### src/rtl/wsid_pkg.sv
// ----------------------------------------------------------------------------
// wsid_pkg
// Shared types and constants for the inbound WebSocket deframer.
// ----------------------------------------------------------------------------
package wsid_pkg;

  localparam int unsigned LenW = 23;
  localparam int unsigned PayLenW = 64;

  localparam logic [LenW-1:0] MaxLenReset = 23'h200000;

  localparam logic [1:0] EvPayload = 2'd0;
  localparam logic [1:0] EvEmpty   = 2'd1;
  localparam logic [1:0] EvClose   = 2'd2;
  localparam logic [1:0] EvError   = 2'd3;

  localparam logic [1:0] TypeText   = 2'd0;
  localparam logic [1:0] TypeBinary = 2'd1;
  localparam logic [1:0] TypePing   = 2'd2;
  localparam logic [1:0] TypePong   = 2'd3;

  localparam logic [3:0] OpCont   = 4'h0;
  localparam logic [3:0] OpText   = 4'h1;
  localparam logic [3:0] OpBinary = 4'h2;
  localparam logic [3:0] OpClose  = 4'h8;
  localparam logic [3:0] OpPing   = 4'h9;
  localparam logic [3:0] OpPong   = 4'hA;

  localparam logic [6:0] Len16Code = 7'd126;
  localparam logic [6:0] Len64Code = 7'd127;

  typedef struct packed {
    logic [1:0] ev;
    logic [7:0] data;
    logic [1:0] mtype;
    logic       first;
    logic       last;
  } res_t;

endpackage

### src/rtl/websocket_inbound_deframer.sv
// ----------------------------------------------------------------------------
// websocket_inbound_deframer
// Byte-serial parser for client-to-server WebSocket frames.
// ----------------------------------------------------------------------------
// Slave stream: one received byte per item on s_axis_tdata.
// Master stream: zero or one result item per input byte. tdata carries the
// unmasked payload byte; tuser carries the event code, the message type and
// the first-of-message flag; tlast marks the last item of a complete message.
// Config channel: cfg_data_i sets the maximum frame and message length,
// always ready; write it only while the block is idle.
// Path: each accepted byte passes through the input register, then the
// result register, which drives the master side.
// Throughput: one byte per cycle while m_axis_tready is high, set by the
// combinational header/payload state update between the two registers.
// Reset: parser waits for a frame's first header byte, no fragment is open,
// and the length limit returns to 2097152 bytes.
// Stall: while the result register is held by a low m_axis_tready the input
// register keeps its byte and s_axis_tready drops once it is full.
// After a close frame or a protocol error every later byte is accepted and
// dropped until reset.
// ----------------------------------------------------------------------------
module websocket_inbound_deframer import wsid_pkg::*; (
  input  logic            clk_i,
  input  logic            rst_ni,
  input  logic            s_axis_tvalid,
  output logic            s_axis_tready,
  input  logic [7:0]      s_axis_tdata,   // [7:0] in_byte
  output logic            m_axis_tvalid,
  input  logic            m_axis_tready,
  output logic [7:0]      m_axis_tdata,   // [7:0] data_byte
  output logic [7:0]      m_axis_tuser,   // [1:0] event_res, [3:2] message_type,
                                          // [4] first_of_message, [7:5] zero
  output logic            m_axis_tlast,   // last_of_message
  input  logic            cfg_valid_i,
  output logic            cfg_ready_o,
  input  logic [LenW-1:0] cfg_data_i
);

  logic       in_valid;
  logic [7:0] in_byte;
  logic       take;
  res_t       res;

  assign cfg_ready_o = 1'b1;

  wsid_in_stage u_in_stage (
    .clk_i     (clk_i),
    .rst_ni    (rst_ni),
    .s_valid_i (s_axis_tvalid),
    .s_ready_o (s_axis_tready),
    .s_byte_i  (s_axis_tdata),
    .valid_o   (in_valid),
    .byte_o    (in_byte),
    .take_i    (take)
  );

  wsid_parser u_parser (
    .clk_i       (clk_i),
    .rst_ni      (rst_ni),
    .cfg_we_i    (cfg_valid_i),
    .cfg_data_i  (cfg_data_i),
    .in_valid_i  (in_valid),
    .in_byte_i   (in_byte),
    .take_o      (take),
    .out_valid_o (m_axis_tvalid),
    .out_res_o   (res),
    .out_ready_i (m_axis_tready)
  );

  assign m_axis_tdata = res.data;
  assign m_axis_tuser = {3'b000, res.first, res.mtype, res.ev};
  assign m_axis_tlast = res.last;

endmodule

### src/rtl/wsid_in_stage.sv
// ----------------------------------------------------------------------------
// wsid_in_stage
// Input register for received bytes; refills in the cycle it is drained.
// ----------------------------------------------------------------------------
module wsid_in_stage (
  input  logic       clk_i,
  input  logic       rst_ni,
  input  logic       s_valid_i,
  output logic       s_ready_o,
  input  logic [7:0] s_byte_i,
  output logic       valid_o,
  output logic [7:0] byte_o,
  input  logic       take_i
);

  logic       valid_q;
  logic [7:0] byte_q;

  assign s_ready_o = !valid_q || take_i;
  assign valid_o   = valid_q;
  assign byte_o    = byte_q;

  always_ff @(posedge clk_i or negedge rst_ni) begin
    if (!rst_ni) begin
      valid_q <= 1'b0;
    end else if (s_ready_o) begin
      valid_q <= s_valid_i;
    end
  end

  always_ff @(posedge clk_i) begin
    if (s_ready_o && s_valid_i) begin
      byte_q <= s_byte_i;
    end
  end

endmodule

### src/rtl/wsid_parser.sv
// ----------------------------------------------------------------------------
// wsid_parser
// Frame header parser, payload unmasking and result register.
// ----------------------------------------------------------------------------
module wsid_parser import wsid_pkg::*; (
  input  logic            clk_i,
  input  logic            rst_ni,
  input  logic            cfg_we_i,
  input  logic [LenW-1:0] cfg_data_i,
  input  logic            in_valid_i,
  input  logic [7:0]      in_byte_i,
  output logic            take_o,
  output logic            out_valid_o,
  output res_t            out_res_o,
  input  logic            out_ready_i
);

  typedef enum logic [2:0] {
    PhHdr0,
    PhHdr1,
    PhExtLen,
    PhMask,
    PhPayload
  } phase_e;

  phase_e             phase_q, phase_d;
  logic [7:0]         hdr_q, hdr_d;
  logic [3:0]         ext_q, ext_d;
  logic [PayLenW-1:0] left_q, left_d;
  logic [31:0]        key_q, key_d;
  logic [1:0]         midx_q, midx_d;
  logic [1:0]         ftype_q, ftype_d;
  logic [LenW-1:0]    ftotal_q, ftotal_d;
  logic               stopped_q, stopped_d;
  logic               masked_q, masked_d;
  logic [1:0]         frtype_q, frtype_d;
  logic               frfirst_q, frfirst_d;
  logic               frlast_q, frlast_d;
  logic [LenW-1:0]    maxlen_q;
  logic               out_valid_q, out_valid_d;
  res_t               res_q, res_d;

  logic               res_vld;
  logic [3:0]         ext_dec;
  logic [6:0]         len7;
  logic               fin;
  logic [3:0]         op;
  logic               len_over;
  logic [LenW:0]      frag_sum;
  logic               ok;
  logic [7:0]         kbyte;
  logic               pay_end;

  assign take_o      = in_valid_i && (!out_valid_q || out_ready_i);
  assign out_valid_o = out_valid_q;
  assign out_res_o   = res_q;

  always_comb begin
    phase_d   = phase_q;
    hdr_d     = hdr_q;
    ext_d     = ext_q;
    left_d    = left_q;
    key_d     = key_q;
    midx_d    = midx_q;
    ftype_d   = ftype_q;
    ftotal_d  = ftotal_q;
    stopped_d = stopped_q;
    masked_d  = masked_q;
    frtype_d  = frtype_q;
    frfirst_d = frfirst_q;
    frlast_d  = frlast_q;
    res_vld   = 1'b0;
    res_d     = '0;
    ext_dec   = ext_q - 4'd1;
    len7      = in_byte_i[6:0];
    fin       = hdr_q[7];
    op        = hdr_q[3:0];
    len_over  = (|left_q[PayLenW-1:LenW]) || (left_q[LenW-1:0] > maxlen_q);
    frag_sum  = {1'b0, ftotal_q} + {1'b0, left_q[LenW-1:0]};
    ok        = 1'b0;
    pay_end   = (left_q == {{(PayLenW-1){1'b0}}, 1'b1});
    case (midx_q)
      2'd0:    kbyte = key_q[31:24];
      2'd1:    kbyte = key_q[23:16];
      2'd2:    kbyte = key_q[15:8];
      default: kbyte = key_q[7:0];
    endcase

    if (!stopped_q) begin
      case (phase_q)
        PhHdr0: begin
          hdr_d   = in_byte_i;
          phase_d = PhHdr1;
        end
        PhHdr1: begin
          masked_d = in_byte_i[7];
          if (len7 == Len16Code) begin
            left_d  = '0;
            ext_d   = 4'd2;
            phase_d = PhExtLen;
          end else if (len7 == Len64Code) begin
            left_d  = '0;
            ext_d   = 4'd8;
            phase_d = PhExtLen;
          end else begin
            left_d  = {{(PayLenW-7){1'b0}}, len7};
            ext_d   = 4'd4;
            phase_d = PhMask;
          end
        end
        PhExtLen: begin
          left_d = {left_q[PayLenW-9:0], in_byte_i};
          ext_d  = ext_dec;
          if (ext_dec == 4'd0) begin
            ext_d   = 4'd4;
            phase_d = PhMask;
          end
        end
        PhMask: begin
          key_d = {key_q[23:0], in_byte_i};
          ext_d = ext_dec;
          if (ext_dec == 4'd0) begin
            if (!masked_q || len_over) begin
              stopped_d = 1'b1;
              res_vld   = 1'b1;
              res_d.ev  = EvError;
            end else begin
              case (op)
                OpClose: begin
                  stopped_d = 1'b1;
                  res_vld   = 1'b1;
                  res_d.ev  = EvClose;
                end
                OpPing: begin
                  ok        = 1'b1;
                  frtype_d  = TypePing;
                  frfirst_d = 1'b1;
                  frlast_d  = 1'b1;
                end
                OpPong: begin
                  ok        = 1'b1;
                  frtype_d  = TypePong;
                  frfirst_d = 1'b0;
                  frlast_d  = 1'b0;
                end
                OpCont: begin
                  if (ftype_q == 2'd0 || frag_sum > {1'b0, maxlen_q}) begin
                    stopped_d = 1'b1;
                    res_vld   = 1'b1;
                    res_d.ev  = EvError;
                  end else begin
                    ok        = 1'b1;
                    frtype_d  = {1'b0, ~ftype_q[0]};
                    frfirst_d = 1'b0;
                    frlast_d  = fin;
                    if (fin) begin
                      ftype_d  = 2'd0;
                      ftotal_d = '0;
                    end else begin
                      ftotal_d = frag_sum[LenW-1:0];
                    end
                  end
                end
                OpText, OpBinary: begin
                  ok        = 1'b1;
                  frtype_d  = op[1:0] - 2'd1;
                  frfirst_d = 1'b1;
                  frlast_d  = fin;
                  if (!fin) begin
                    ftype_d  = op[1:0];
                    ftotal_d = left_q[LenW-1:0];
                  end
                end
                default: begin
                  stopped_d = 1'b1;
                  res_vld   = 1'b1;
                  res_d.ev  = EvError;
                end
              endcase
              if (ok) begin
                midx_d = 2'd0;
                if (left_q == '0) begin
                  phase_d = PhHdr0;
                  if (frtype_d != TypePong) begin
                    res_vld     = 1'b1;
                    res_d.ev    = EvEmpty;
                    res_d.mtype = frtype_d;
                    res_d.first = frfirst_d;
                    res_d.last  = frlast_d;
                  end
                end else begin
                  phase_d = PhPayload;
                end
              end
            end
          end
        end
        PhPayload: begin
          midx_d    = midx_q + 2'd1;
          left_d    = left_q - {{(PayLenW-1){1'b0}}, 1'b1};
          frfirst_d = 1'b0;
          if (pay_end) begin
            phase_d = PhHdr0;
          end
          if (frtype_q != TypePong) begin
            res_vld     = 1'b1;
            res_d.ev    = EvPayload;
            res_d.data  = in_byte_i ^ kbyte;
            res_d.mtype = frtype_q;
            res_d.first = frfirst_q;
            res_d.last  = pay_end && frlast_q;
          end
        end
        default: begin
          phase_d = PhHdr0;
        end
      endcase
    end

    if (take_o) begin
      out_valid_d = res_vld;
    end else if (out_ready_i) begin
      out_valid_d = 1'b0;
    end else begin
      out_valid_d = out_valid_q;
    end
  end

  always_ff @(posedge clk_i or negedge rst_ni) begin
    if (!rst_ni) begin
      phase_q     <= PhHdr0;
      hdr_q       <= '0;
      ext_q       <= '0;
      left_q      <= '0;
      key_q       <= '0;
      midx_q      <= '0;
      ftype_q     <= '0;
      ftotal_q    <= '0;
      stopped_q   <= 1'b0;
      masked_q    <= 1'b0;
      frtype_q    <= '0;
      frfirst_q   <= 1'b0;
      frlast_q    <= 1'b0;
      maxlen_q    <= MaxLenReset;
      out_valid_q <= 1'b0;
    end else begin
      out_valid_q <= out_valid_d;
      if (cfg_we_i) begin
        maxlen_q <= cfg_data_i;
      end
      if (take_o) begin
        phase_q   <= phase_d;
        hdr_q     <= hdr_d;
        ext_q     <= ext_d;
        left_q    <= left_d;
        key_q     <= key_d;
        midx_q    <= midx_d;
        ftype_q   <= ftype_d;
        ftotal_q  <= ftotal_d;
        stopped_q <= stopped_d;
        masked_q  <= masked_d;
        frtype_q  <= frtype_d;
        frfirst_q <= frfirst_d;
        frlast_q  <= frlast_d;
      end
    end
  end

  always_ff @(posedge clk_i) begin
    if (take_o && res_vld) begin
      res_q <= res_d;
    end
  end

endmodule
### config.mk
export PLATFORM = sky130hd
export DESIGN_NAME = websocket_inbound_deframer
export DESIGN_NICKNAME = d
export VERILOG_FILES = /design/src/rtl/wsid_pkg.sv /design/src/rtl/websocket_inbound_deframer.sv /design/src/rtl/wsid_in_stage.sv /design/src/rtl/wsid_parser.sv
export SDC_FILE = /design/constraint.sdc
export NUM_CORES = 1
export LEC_CHECK = 0
export ABC_AREA = 1
export BUFFER_PORTS_ARGS = -buffer_cell sky130_fd_sc_hd__buf_2
export CAP_MARGIN = 20
export CORE_MARGIN = 1
export CORE_UTILIZATION = 30
export CTS_BUF_LIST = sky130_fd_sc_hd__clkbuf_4
export DETAILED_ROUTE_END_ITERATION = 10
export PLACE_DENSITY_LB_ADDON = 0.25
export SYNTH_ARGS = -nofsm -noshare
export SYNTH_HDL_FRONTEND = slang
export SYNTH_SLANG_ARGS = --single-unit
### constraint.sdc
create_clock -name clk_i -period 8.7 [get_ports clk_i]
set_input_delay 0 -clock clk_i [delete_from_list [all_inputs] [get_ports clk_i]]
set_output_delay 0 -clock clk_i [all_outputs]
set_load 0.03 [all_outputs]
==> results.py <==
metrics = {
    "yosys": {
        "syn-cell-area_sq_um": 12700,
        "synth_area_leaders": "dfrtp_1 32%, inv_1 8.9%, nand2_1 8.2%, ha_1 7.9%, o21ai_0 6.6%",
        "synth.avg_cell_area_sq_um": 7.35,
        "ys.flop_type": "dfrtp_1",
        "synth_top_cell_area_share_pct": 32.4,
        "synthMostInstantiatedCell": "inv_1",
        "async_flop_share_pct": 88.3,
        "yosysWarnings": 0,
        "yosysSeqAreaShare_pct": 37.8,
        "synth_edf_count": 22,
        "synth_largest_area_cell": "dfrtp_1",
        "yosys_register_bits": 188,
        "synth.distinct_cells": 58,
        "synthCells": 1734,
        "synth_common_cells": "301 x inv_1, 278 x nand2_1, 183 x nor2_1, 168 x o21ai_0, 166 x a21oi_1",
    },
    "pwr": {
        "power_leakage_nw": 6.44,
        "peakVddDrop_v": 0.0000768,
        "p_per_area_nw_per_um2": 105,
        "p_total_mw": 1.53,
    },
    "sta": {
        "hold_viol_final": 0,
        "min_period_ps": 5860,
        "tns_ps": 0,
        "slew_viol_final": 0,
        "post-route-period-util_pct": 67.3,
        "finalSetupViolCount": 0,
        "relSlewSlack_pct": 17.7,
        "fmax_mhz": 171,
        "finalClockSkew_ps": 36.0,
        "whs_ps": 73.1,
        "grt_setup_unrepaired": "false",
        "tightest_slew_ps": 1200,
    },
    "cts": {
        "cts_root_buf": "clkbuf_4",
        "cts.sinks": 188,
        "cts_buffer_depth": 2,
        "cts_made_buffers": 17,
        "post_cts_buffers": 0,
        "cts_tree": "done",
        "clk_pin_slew_ps": 180,
        "htree_levels": 4,
        "clk_latency_ps": 650,
    },
    "detailed_routing": {
        "drt-initial-drc-count": 697,
        "vias": 11800,
        "drtPass1Iterations": 5,
        "ant_nets": 0,
        "drc": 0,
        "routed_wl_microns": 37800,
        "wl_per_cell_microns": 15.7,
        "via_per_inst": 4.93,
    },
    "floorplanning": {
        "rows": 75,
        "die_h_microns": 208,
        "design.portCount": 56,
        "die_area_sq_um": 43300,
        "die_x_microns": 208,
        "core_sq_um": 41900,
        "start_util_pct": 30.4,
    },
    "final_layout": {
        "nNetsFinal": 1964,
        "drive_gt1_share_pct": 7.74,
        "final_util_pct": 34.9,
        "fill_cells": 4421,
        "syn2layout_area_growth_pct": 14.9,
    },
    "critical_path": {
        "arrival_ps": 6390,
        "path_class": "reg2reg",
        "crit_path_frequent_cell": "nand2_1",
        "critPathCaptureType": "flop",
        "slowest_delay_ps": 740,
        "required_ps": 9230,
        "cp_slowest_cell": "nand3_2",
        "crit_fanout": 46,
        "startpoint_type": "flop",
    },
    "job": {
        "cap_violations": 0,
    },
    "outcome": {
        "status": "complete, no violations",
    },
    "global_routing": {
        "grt_pass1_wl_microns": 62800,
        "antenna_found_initial": 1,
        "grt-ovfl-total": 0,
        "grt_pass1_vias": 11900,
        "grt.total_usage_pct": 18.2,
        "grt_max_degree": 100,
    },
    "place": {
        "numPortBuffers": 51,
        "hpwlAfterDp_microns": 27100,
        "routabilityCongestion": 0.899,
    },
    "worst_hold_path": {
        "hold_class": "in2reg",
    },
}
## critical path: cells and delay by family (launching register included)
family	cells	cell delay (ps)
buffers and inverters	4	250
AO/OA/AOI/OAI	8	2160
AND/OR/NAND/NOR	13	1890
flip-flops	1	440
adder cells (fa/ha/maj)	3	840
XOR/XNOR	1	170
## registers in the layout (all words and copies together) (netlist names), 2 cells and up
register	flops
u_in_stage.byte_o	8
u_parser.ext_q	4
u_parser.frtype_q	2
u_parser.ftotal_q	23
u_parser.ftype_q	2
u_parser.hdr_q	5
u_parser.key_q	32
u_parser.left_q	64
u_parser.maxlen_q	23
u_parser.midx_q	2
u_parser.out_res_o	14
u_parser.phase_q	3
## repair_timing
item	in CTS	in global routing
endpoints found under the hold margin	100	0
gates resized for setup	0	0
hold buffers	83	0
## area by class of cell
cell class	count	area, sq um	share of cell area, %
Clock buffer	17	128	0.871
Sequential cell	188	4820	32.9
Tap cell	539	674	4.60
Clock inverter	15	128	0.871
Timing Repair Buffer	142	1170	7.98
Antenna cell	1	2.50	0.0171
Multi-Input combinational cell	1192	6590	45.0
Inverter	306	1150	7.84
## placed cells by master (no fill, tap or decap), types with 5 or more instances in the layout
cell	count
inv_1	301
nand2_1	278
nor2_1	182
o21ai_0	168
a21oi_1	166
dfrtp_1	165
dlygate4sd3_1	82
ha_1	80
nand3_1	54
buf_2	50
a22oi_1	40
nor3_1	27
o21ai_1	26
edfxtp_1	22
nand4_1	20
clkbuf_4	17
xor2_1	14
nor4_1	12
xnor2_1	10
nor2_2	9
o22ai_1	9
o221ai_1	9
or2_2	9
a31oi_1	8
nor2_4	8
inv_6	8
buf_4	8
o31ai_1	6
inv_2	5
a22o_1	5
## metal layers
metal / part of all wire [%] / global-route usage (%)
met1: 48 / 24.7
met2: 47 / 30.2
met3: 3.7 / 2.02
met4: 1.5 / 5.47
met5: 0 / 0
## metrics by stage
stage	cell area [sq um]	cells	worst slack (ps)
3_5_place_dp	13500	2284	2930
2_1_floorplan	12800	1736	4020
3_3_place_gp	13500	2284	3030
5_1_grt	14700	2400	2090
6_report	14700	2400	2840
4_1_cts	14700	2399	2880
## cells by family (layout without fill, tap and decap cells)
kind of cell / Yosys count / in the layout / synth area share [%]
multiplexers: 2 / 2 / 0.177
AO/OA/AOI/OAI: 465 / 465 / 20.4
other: 2 / 5 / 0.0589
buffers and inverters: 356 / 480 / 10.7
XOR/XNOR: 24 / 24 / 1.65
AND/OR/NAND/NOR: 616 / 616 / 21.2
flip-flops: 188 / 188 / 37.8
adder cells (fa/ha/maj): 81 / 81 / 8.01
## worst paths after layout
path                                    start                     to  slack, ps  cells past startpoint
max                        u_parser.left_q[0]  u_parser.ftotal_q[22]       2840                     29
max in group asynchronous              rst_ni      u_parser.ext_q[2]       6800                      5
max reg2reg                u_parser.left_q[0]  u_parser.ftotal_q[22]       2840                     29
min                           s_axis_tdata[4]   u_in_stage.byte_o[4]         70                      2
min reg2reg                 u_parser.key_q[9]     u_parser.key_q[17]        480                      2
min in group asynchronous              rst_ni  u_parser.maxlen_q[21]        410                      3
## report_power, final
group	total, mW	internal (mW)	switching [mW]	leakage, nW
Combinational	0.140	0.0636	0.0761	4.29
Clock	0.484	0.124	0.360	0.133
Sequential	0.909	0.901	0.00780	2.02
Note: power is estimated with default switching activity, not from simulation.
